===== src/dqec_pkg.sv =====
package dqec_pkg;

    localparam int DELTA_BITS_DEF = 16;
    localparam int TOTAL_BITS_DEF = 32;
    localparam int ODO_BITS       = 32;

    localparam logic ACT_EDGE = 1'b0;
    localparam logic ACT_TICK = 1'b1;

    typedef struct packed {
        logic right_b_level;
        logic right_a_level;
        logic left_b_level;
        logic left_a_level;
        logic right_b_edge;
        logic right_a_edge;
        logic left_b_edge;
        logic left_a_edge;
    } t_edge_word;

    localparam int IN_DATA_BITS = $bits(t_edge_word);

endpackage


===== src/dual_quadrature_encoder_counter.sv =====
// Channel   Dir  Handshake                      Payload
// s_axis    in   s_axis_tvalid / s_axis_tready  tdata: edge flags and pin levels; tuser: action
// m_axis    out  m_axis_tvalid / m_axis_tready  tdata: deltas, totals, reverse flags, odometry
// cfg       in   i_cfg_we                       i_cfg_wdata: odometry_enable
//
// One word per cycle sustained while no tick stalls; a word is held in the input register and its
// update (two saturating steps per motor, then one add per total) is registered into the state
// and, for a tick, into the output register. Reset is synchronous and active low; it clears
// counts, totals, odometry and enable. An edge word never stalls; a tick stalls in the input
// register only while the output register holds a result that m_axis_tready has not taken.
module dual_quadrature_encoder_counter
    import dqec_pkg::*;
#(
    parameter int DELTA_BITS = DELTA_BITS_DEF,
    parameter int TOTAL_BITS = TOTAL_BITS_DEF
) (
    input  logic                 i_clk,
    input  logic                 i_rst_n,

    input  logic                 i_cfg_we,
    input  logic                 i_cfg_wdata,

    input  logic                 s_axis_tvalid,
    output logic                 s_axis_tready,
    // left_a_edge, left_b_edge, right_a_edge, right_b_edge,
    // left_a_level, left_b_level, right_a_level, right_b_level
    input  logic [IN_DATA_BITS-1:0] s_axis_tdata,
    // action
    input  logic                 s_axis_tuser,

    output logic                 m_axis_tvalid,
    input  logic                 m_axis_tready,
    // left_change, right_change, left_total, right_total,
    // left_reverse, right_reverse, odometry_total, zero fill
    output logic [((2*DELTA_BITS+2*TOTAL_BITS+2+ODO_BITS+7)/8)*8-1:0] m_axis_tdata
);

    localparam int D         = DELTA_BITS;
    localparam int T         = TOTAL_BITS;
    localparam int OUT_BITS  = 2*D + 2*T + 2 + ODO_BITS;
    localparam int OUT_WIDTH = ((OUT_BITS + 7) / 8) * 8;

    function automatic logic [D-1:0] f_sat_step(input logic [D-1:0] v, input logic up);
        logic [D-1:0] hi;
        logic [D-1:0] lo;
        hi = {1'b0, {(D-1){1'b1}}};
        lo = {1'b1, {(D-1){1'b0}}};
        if (up) begin
            f_sat_step = (v == hi) ? hi : v + 1'b1;
        end else begin
            f_sat_step = (v == lo) ? lo : v - 1'b1;
        end
    endfunction

    function automatic logic [D-1:0] f_abs(input logic [D-1:0] v);
        f_abs = v[D-1] ? (~v + 1'b1) : v;
    endfunction

    logic                r_odo_en;
    logic                r_in_valid;
    t_edge_word          r_in_data;
    logic                r_in_action;
    logic                r_out_valid;
    logic [OUT_WIDTH-1:0] r_out_data;

    logic [D-1:0]        r_left_pending;
    logic [D-1:0]        r_right_pending;
    logic [T-1:0]        r_left_total;
    logic [T-1:0]        r_right_total;
    logic                r_left_rev;
    logic                r_right_rev;
    logic [ODO_BITS-1:0] r_odo_total;

    logic                advance;
    logic                is_tick;
    logic [D-1:0]        left_step1;
    logic [D-1:0]        left_step2;
    logic [D-1:0]        right_step1;
    logic [D-1:0]        right_step2;
    logic [63:0]         left_ext;
    logic [63:0]         right_ext;
    logic [D:0]          abs_sum;
    logic [ODO_BITS-1:0] mean;

    logic [D-1:0]        n_left_pending;
    logic [D-1:0]        n_right_pending;
    logic [T-1:0]        n_left_total;
    logic [T-1:0]        n_right_total;
    logic                n_left_rev;
    logic                n_right_rev;
    logic [ODO_BITS-1:0] n_odo_total;
    logic [OUT_WIDTH-1:0] n_out_data;

    assign is_tick       = (r_in_action == ACT_TICK);
    assign advance       = r_in_valid && (!is_tick || !r_out_valid || m_axis_tready);
    assign s_axis_tready = !r_in_valid || advance;
    assign m_axis_tvalid = r_out_valid;
    assign m_axis_tdata  = r_out_data;

    always_comb begin
        left_step1  = r_in_data.left_a_edge
                    ? f_sat_step(r_left_pending, !r_in_data.left_b_level) : r_left_pending;
        left_step2  = r_in_data.left_b_edge
                    ? f_sat_step(left_step1, r_in_data.left_a_level) : left_step1;
        right_step1 = r_in_data.right_a_edge
                    ? f_sat_step(r_right_pending, r_in_data.right_b_level) : r_right_pending;
        right_step2 = r_in_data.right_b_edge
                    ? f_sat_step(right_step1, !r_in_data.right_a_level) : right_step1;

        left_ext  = {{(64-D){r_left_pending[D-1]}}, r_left_pending};
        right_ext = {{(64-D){r_right_pending[D-1]}}, r_right_pending};
        abs_sum   = {1'b0, f_abs(r_left_pending)} + {1'b0, f_abs(r_right_pending)};
        mean      = ODO_BITS'(abs_sum >> 1);

        n_left_pending  = r_left_pending;
        n_right_pending = r_right_pending;
        n_left_total    = r_left_total;
        n_right_total   = r_right_total;
        n_left_rev      = r_left_rev;
        n_right_rev     = r_right_rev;
        n_odo_total     = r_odo_total;

        unique case (r_in_action)
            ACT_EDGE: begin
                n_left_pending  = left_step2;
                n_right_pending = right_step2;
            end
            ACT_TICK: begin
                n_left_pending  = '0;
                n_right_pending = '0;
                n_left_total    = r_left_total + left_ext[T-1:0];
                n_right_total   = r_right_total + right_ext[T-1:0];
                n_left_rev      = r_left_pending[D-1];
                n_right_rev     = r_right_pending[D-1];
                if (r_odo_en) begin
                    n_odo_total = r_odo_total + mean;
                end
            end
            default: begin
            end
        endcase

        n_out_data               = '0;
        n_out_data[OUT_BITS-1:0] = {n_odo_total, n_right_rev, n_left_rev,
                                    n_right_total, n_left_total,
                                    r_right_pending, r_left_pending};
    end

    always_ff @(posedge i_clk) begin
        if (!i_rst_n) begin
            r_odo_en        <= 1'b0;
            r_in_valid      <= 1'b0;
            r_out_valid     <= 1'b0;
            r_left_pending  <= '0;
            r_right_pending <= '0;
            r_left_total    <= '0;
            r_right_total   <= '0;
            r_left_rev      <= 1'b0;
            r_right_rev     <= 1'b0;
            r_odo_total     <= '0;
        end else begin
            if (i_cfg_we) begin
                r_odo_en <= i_cfg_wdata;
            end
            if (s_axis_tready) begin
                r_in_valid <= s_axis_tvalid;
            end
            if (advance) begin
                r_left_pending  <= n_left_pending;
                r_right_pending <= n_right_pending;
                r_left_total    <= n_left_total;
                r_right_total   <= n_right_total;
                r_left_rev      <= n_left_rev;
                r_right_rev     <= n_right_rev;
                r_odo_total     <= n_odo_total;
            end
            if (advance && is_tick) begin
                r_out_valid <= 1'b1;
            end else if (m_axis_tready) begin
                r_out_valid <= 1'b0;
            end
        end
    end

    always_ff @(posedge i_clk) begin
        if (s_axis_tready && s_axis_tvalid) begin
            r_in_data   <= t_edge_word'(s_axis_tdata);
            r_in_action <= s_axis_tuser;
        end
        if (advance && is_tick) begin
            r_out_data <= n_out_data;
        end
    end

    a_result_from_tick: assert property (@(posedge i_clk) disable iff (!i_rst_n)
        $rose(m_axis_tvalid) |-> $past(r_in_valid && r_in_action == ACT_TICK))
        else $error("result appeared without a tick");

    a_tick_clears_pending: assert property (@(posedge i_clk) disable iff (!i_rst_n)
        (advance && is_tick) |=> (r_left_pending == '0 && r_right_pending == '0))
        else $error("pending counts not cleared by tick");

    a_edge_never_stalls: assert property (@(posedge i_clk) disable iff (!i_rst_n)
        (r_in_valid && r_in_action == ACT_EDGE) |-> s_axis_tready)
        else $error("edge word stalled");

endmodule

===== config.mk =====
export PLATFORM = sky130hd
export DESIGN_NAME = dual_quadrature_encoder_counter
export DESIGN_NICKNAME = d
export VERILOG_FILES = /design/src/dqec_pkg.sv /design/src/dual_quadrature_encoder_counter.sv
export SDC_FILE = /design/constraint.sdc
export NUM_CORES = 1
export LEC_CHECK = 0
export BUFFER_PORTS_ARGS = -buffer_cell sky130_fd_sc_hd__clkbuf_2
export CAP_MARGIN = 10
export CORE_MARGIN = 2
export CORE_UTILIZATION = 50
export DETAILED_ROUTE_END_ITERATION = 7
export HOLD_SLACK_MARGIN = 0.12
export PLACE_DENSITY = 0.79
export SETUP_SLACK_MARGIN = 0.1
export SLEW_MARGIN = 30
export SYNTH_ARGS = -nofsm -noshare
export SYNTH_HDL_FRONTEND = slang
export SYNTH_SLANG_ARGS = --single-unit

===== constraint.sdc =====
create_clock -name i_clk -period 17.55 [get_ports i_clk]
set_clock_uncertainty 0.05 [all_clocks]
set_input_delay 2.6325 -clock i_clk [delete_from_list [all_inputs] [get_ports i_clk]]
set_output_delay 2.6325 -clock i_clk [all_outputs]
set_load 0.03 [all_outputs]

* Word-level counts from Yosys, hierarchy flattened
Cells that the tools add are included.
Widths: inputs -> output; s select.
** Word-level totals
- Flip-flop bits (word level) :: 272
- Bits in latches :: 0
- Bits in writable memories :: 0
- Bits in read-only memories :: 0
- Bits of input ports :: 15
- Output and inout bits :: 138
- Logic and storage cells :: 83
- Memories :: 0
** Cells by class
- Add/subtract/negate cells :: 14
- $mul :: 0
- Divide/modulo/power cells :: 0
- Magnitude comparators :: 0
- Equal/unequal tests :: 8
- Shift-type cells :: 0
- Muxes and demuxes :: 28
- Bitwise operators :: 3
- Reduce and logical (&&, ||, !) cells :: 10
** Operators with widths (count)
- $mux 16 :: 18
- $mux 32 :: 4
- $add 16x1->16 const B :: 6
- $add 32x32->32 :: 2
- $eq 16x15->1 const B :: 4
- $eq 16x16->1 const B :: 4
- $pmux 16 s2 :: 2
- $sub 16x1->16 const B :: 4
- $add 32x16->32 :: 1
- $not 16->16 :: 2
- $add 16x16->17 :: 1
- $mux 1 :: 4
- $logic_and 1x1->1 :: 3
- $logic_not 1->1 :: 3
- $logic_or 1x1->1 :: 3
- $reduce_bool 2->1 :: 1
- $not 1->1 :: 1

* Logic depth before layout (Yosys ltp)
- Depth after elaboration :: 9
- Mapped depth :: 27

* Least setup slack after synthesis
No wires, ideal clock.
- Path type :: input-to-reg
- Start :: in m_axis_tready
- End :: reg r_out_data[0] (netlist: m_axis_tdata[0]) (enable)
- Setup time :: 545 ps
- Arrival :: 7089 ps
- Data required time :: 16955 ps
- Path slack :: 9866 ps
- Cell stages on the path :: 7
- Buffers on the path :: 2
- Path through :: nor2b_1 > nand2_1 > and2_1 > clkbuf_1 > nand2_1 > inv_2 > buf_1
** On the way
- Cells in the longest elaborated chain, start to end :: 3
** RTL lines
- start, declared :: RTL line dual_quadrature_encoder_counter.sv:32 : input logic m_axis_tready,
- $logic_or 1x1->1 :: RTL line dual_quadrature_encoder_counter.sv:95 : assign advance = r_in_valid && (!is_tick || !r_out_valid || m_axis_tready);
- $logic_and 1x1->1 :: RTL line dual_quadrature_encoder_counter.sv:95
- $logic_and 1x1->1 :: RTL line dual_quadrature_encoder_counter.sv:190 : if (advance && is_tick) begin
- end signal, assigned :: RTL line dual_quadrature_encoder_counter.sv:191 : r_out_data <= n_out_data;
- end, declared :: RTL line dual_quadrature_encoder_counter.sv:64 : logic [OUT_WIDTH-1:0] r_out_data;
No other way between the ends.
A chain may end at the register's enable or synchronous reset.

* Final worst setup path
- Start :: reg r_left_pending[0]
- End :: reg r_odo_total[30]
** On the way
- Cells in the longest elaborated chain, start to end :: 7
** RTL lines
- start, declared :: RTL line dual_quadrature_encoder_counter.sv:66 : logic [D-1:0] r_left_pending;
- start signal, assigned :: RTL line dual_quadrature_encoder_counter.sv:169 : r_left_pending <= n_left_pending;
- $not 16->16 :: RTL line dual_quadrature_encoder_counter.sv:56 : f_abs = v[D-1] ? (~v + 1'b1) : v;
- $add 16x1->16 :: RTL line dual_quadrature_encoder_counter.sv:56
- $mux 16 * :: RTL line dual_quadrature_encoder_counter.sv:56
- $add 16x16->17 * :: RTL line dual_quadrature_encoder_counter.sv:112 : abs_sum = {1'b0, f_abs(r_left_pending)} + {1'b0, f_abs(r_right_pending)};
- $add 32x16->32 * :: RTL line dual_quadrature_encoder_counter.sv:136 : n_odo_total = r_odo_total + mean;
- $mux 32 * :: RTL line dual_quadrature_encoder_counter.sv:135 : if (r_odo_en) begin
- $mux 32 * :: RTL line dual_quadrature_encoder_counter.sv:123 : unique case (r_in_action)
- end signal, assigned :: RTL line dual_quadrature_encoder_counter.sv:175 : r_odo_total <= n_odo_total;
- end, declared :: RTL line dual_quadrature_encoder_counter.sv:72 : logic [ODO_BITS-1:0] r_odo_total;
Every way passes the cells marked *; elsewhere a longest branch is shown, timed or not.

==> impl_metrics.tcl <==
set metrics [dict create \
    status "finished clean" \
    fin_nets 2432 \
    htreeDepth 1 \
    insertion_delay_ns 0.58 \
    cts_root_buf "clkbuf_16" \
    cpPeakStageDelay_ns 0.78 \
    power_density_mw_per_mm2 73.6 \
    yosysWarnings 0 \
    postCtsSetupBuffers 0 \
    vias 17867 \
    synth-simple-area-share_pct 21.3 \
    path_max_fanout 13 \
    io_buffers 146 \
    intPower_mw 1.13 \
    power_frac_clock_pct 41.0 \
    final_common_cell "nand2_1" \
    min_from "r_left_rev$_SDFFE_PN0P_" \
    grt.total_usage_pct 26.4 \
    finalMaxSlewViolations 0 \
    cp-start-kind "flop" \
    syn_area_per_cell_um2 8.79 \
    crit_top_cell "nand2_1" \
    cts_max_path_buffers 3 \
    hold_path.class "reg2reg" \
    cts_num_sinks 272 \
    slew_headroom_pct 37.0 \
    synth_seq_cells 272 \
    finalSetupTns_ns 0 \
    grt_overflow 0 \
    critPathRequiredTime_ns 18.02 \
    synth_edf_count 139 \
    synth_ff_type "edfxtp_1" \
    syn_area_mm2 0.0196 \
    core_area_mm2 0.0386 \
    antenna_found_initial 1 \
    cts_tree "yes" \
    r2r-start "r_left_pending[0]$_SDFFE_PN0P_" \
    hold-path-cell-count 2 \
    cp-end-kind "flop" \
    area_growth_pct 10.4 \
    hold-path-endpoint "r_left_rev$_SDFFE_PN0P_" \
    crit_chain "inv_1, ha_1, nand2_1, o21ai_0, fa_1, a21o_1, a21oi_1, o21bai_1, a21oi_1, nor2b_1, o2111ai_1, nand4_1, o311ai_0, o21a_1, xnor2_1, ha_1, nand4_1, o21bai_1, a2111oi_0, a2111oi_0, nand2_1, or4_1, nand2_1" \
    first_pass_iters 5 \
    finalCritPeriodShare_pct 36.1 \
    final-setup-viol-count 0 \
    synth_top_family_by_area "simple AND/OR/NAND/NOR gates" \
    die_y_um 202 \
    viasPerCell 6.28 \
    path_buf_inv 1 \
    clk_pin_slew_worst_paths_ns 0.07 \
    r2r.worst_path.cells 23 \
    p_leak_nw 8.68 \
    power_frac_seq_pct 43.8 \
    die_w_um 202 \
    grt_pass1_wl_um 88800 \
    r2r_slack_ns 11.22 \
    wire_per_inst_um 19.6 \
    comb_power_share_pct 15.2 \
    synth-xor-area-share_pct 6.56 \
    synth_fa_ha_area_share_pct 7.30 \
    hold_buffers 0 \
    fp-row-count 72 \
    final_hold_viol_count 0 \
    synthArstFlopShare_pct 0 \
    period_needed_ns 6.33 \
    initial_core_util_pct 50.8 \
    slowest_stage "a2111oi_0" \
    ys_types 110 \
    finish.utilization_pct 56.0 \
    cp.depth 23 \
    drt_iter0_markers 1578 \
    switching_share_pct 29.1 \
    wl_um 55900 \
    synth_seq_area_share_pct 34.9 \
    ant_nets 0 \
    post_cts_resized 0 \
    first_global_vias 16700 \
    arrival_ns 6.80 \
    drive_gt1_share_pct 15.2 \
    postSynthCellCount 2231 \
    worst_pin_slew_ns 0.945 \
    cap_violations 0 \
    cts_buffers 30 \
    die_area_mm2 0.0408 \
    grt_max_degree 97 \
    layout_common_cells "nand2_1 (265), a21oi_1 (159), clkbuf_2 (147)" \
    net-switching-power_uw 463 \
    drc 0 \
    fmax_ghz 0.158 \
    antennaDiodeCount 0 \
    hpwlAfterDp_um 39500 \
    muxShareOfSynthArea_pct 4.59 \
    r2r-end "r_odo_total[30]$_SDFFE_PN0P_" \
    synth_compound_area_share_pct 21.0 \
    cp_top_family "compound AO/OA/AOI/OAI gates" \
    hold_slack_ns 0.417 \
    rsz0062_at_grt "no" \
    worstSetupPathType "reg2reg" \
    gp_congestion 0.936 \
    io_pins 153 \
    ir_drop_mv 0.0685 \
]
[worst max-delay path by stage]
stage | start | to | slack, ns
floorplan | m_axis_tready | m_axis_tdata[0]$_DFFE_PP_ | 9.87
global placement | m_axis_tready | r_left_total[21]$_SDFFE_PN0P_ | 11.42
detailed placement | r_left_pending[0]$_SDFFE_PN0P_ | r_odo_total[30]$_SDFFE_PN0P_ | 11.48
CTS | r_left_pending[0]$_SDFFE_PN0P_ | r_odo_total[30]$_SDFFE_PN0P_ | 11.35
global route | r_left_pending[0]$_SDFFE_PN0P_ | r_odo_total[30]$_SDFFE_PN0P_ | 10.72
finish | r_left_pending[0]$_SDFFE_PN0P_ | r_odo_total[30]$_SDFFE_PN0P_ | 11.22
[synthesized netlist by cell type, types with 9 or more instances]
library cell	n	area share, %
nand2_1	266	5.1
a21oi_1	159	4.1
nor2_1	147	2.8
edfxtp_1	139	21
dfxtp_1	133	14
o21ai_0	115	2.9
ha_1	108	6.9
xnor2_1	97	4.3
clkbuf_1	80	1.5
nand3_1	80	2.0
inv_1	62	1.2
mux2_2	55	3.2
xor2_1	50	2.2
nor3_1	44	1.1
nand4_1	41	1.3
a31oi_1	35	1.1
a21o_1	31	1.2
and2_1	28	0.89
mux2i_1	28	1.4
nor4_1	25	0.80
o21a_1	24	0.92
o31ai_1	24	0.92
and3_1	23	0.73
buf_2	22	0.56
o211ai_1	22	0.84
a211oi_1	21	0.80
nand2b_1	19	0.61
nor2b_1	19	0.61
buf_1	18	0.34
or3_1	18	0.57
and4_1	16	0.71
or4_1	16	0.61
a31o_2	13	0.58
a32o_1	13	0.66
a22o_1	12	0.54
o21bai_1	12	0.46
o221ai_1	10	0.45
buf_4	9	0.34
o21ai_1	9	0.23
o41ai_1	9	0.40
or2_2	9	0.29
[metal layers]
metal  part of all wire [%]  track usage, %  wire [um]
met2                     46            42.6      25600
met1                     44            36.4      24300
met5                      0               0          0
met4                    3.0            9.14       1680
met3                    7.7            3.60       4310
[cell families (layout without fill, tap and decap cells)]
family / Yosys count / after routing
other: 1 / 6
XOR/XNOR: 147 / 147
adder cells (fa/ha/maj): 112 / 112
multiplexers: 83 / 83
AO/OA/AOI/OAI: 606 / 606
AND/OR/NAND/NOR: 808 / 808
flip-flops: 272 / 272
buffers and inverters: 202 / 295
[layout make-up]
class,instances,area [um^2]
Fill cell,3365,17000
Multi-Input combinational cell,1762,11900
Sequential cell,272,6840
Timing Repair Buffer,172,935
Clock buffer,34,817
Tap cell,518,648
Inverter,67,256
Clock inverter,22,209
[sequential cells by signal, indices dropped and copies added (netlist names), 8 cells and up]
name and cells:
r_left_pending 16, r_right_pending 16, m_axis_tdata 130, r_right_total 32
r_left_total 32, r_odo_total 32, r_in_data 8
[worst register-to-register path, delay by kind of cell (launching register included)]
kind | cells | cell delay (ns)
DFF | 1 | 0.59
adders and majority gates | 3 | 1.27
xor gates and xnor gates | 1 | 0.11
and+or+nand+nor | 7 | 1.14
AOI/OAI and AO/OA | 11 | 2.90
buffers and inverters | 1 | 0.20
[power groups by stage]
stage,Sequential [mW],Combinational (mW),Clock [mW]
floorplan,0.716,0.172,0
global placement,0.711,0.232,0
detailed placement,0.711,0.235,0
CTS,0.697,0.237,0.664
global route,0.699,0.261,0.688
finish,0.698,0.243,0.652
[stage by stage]
stage | worst slack [ns] | total power, mW | instance area (um^2) | instances
after detailed placement | 11.48 | 0.946 | 20600 | 2789
after CTS | 11.35 | 1.60 | 21600 | 2845
after global placement | 11.42 | 0.943 | 20600 | 2789
after floorplan | 9.87 | 0.888 | 19600 | 2236
after global routing | 10.72 | 1.65 | 21600 | 2847
final | 11.22 | 1.59 | 21600 | 2847
(Power assumes the default switching activity.)
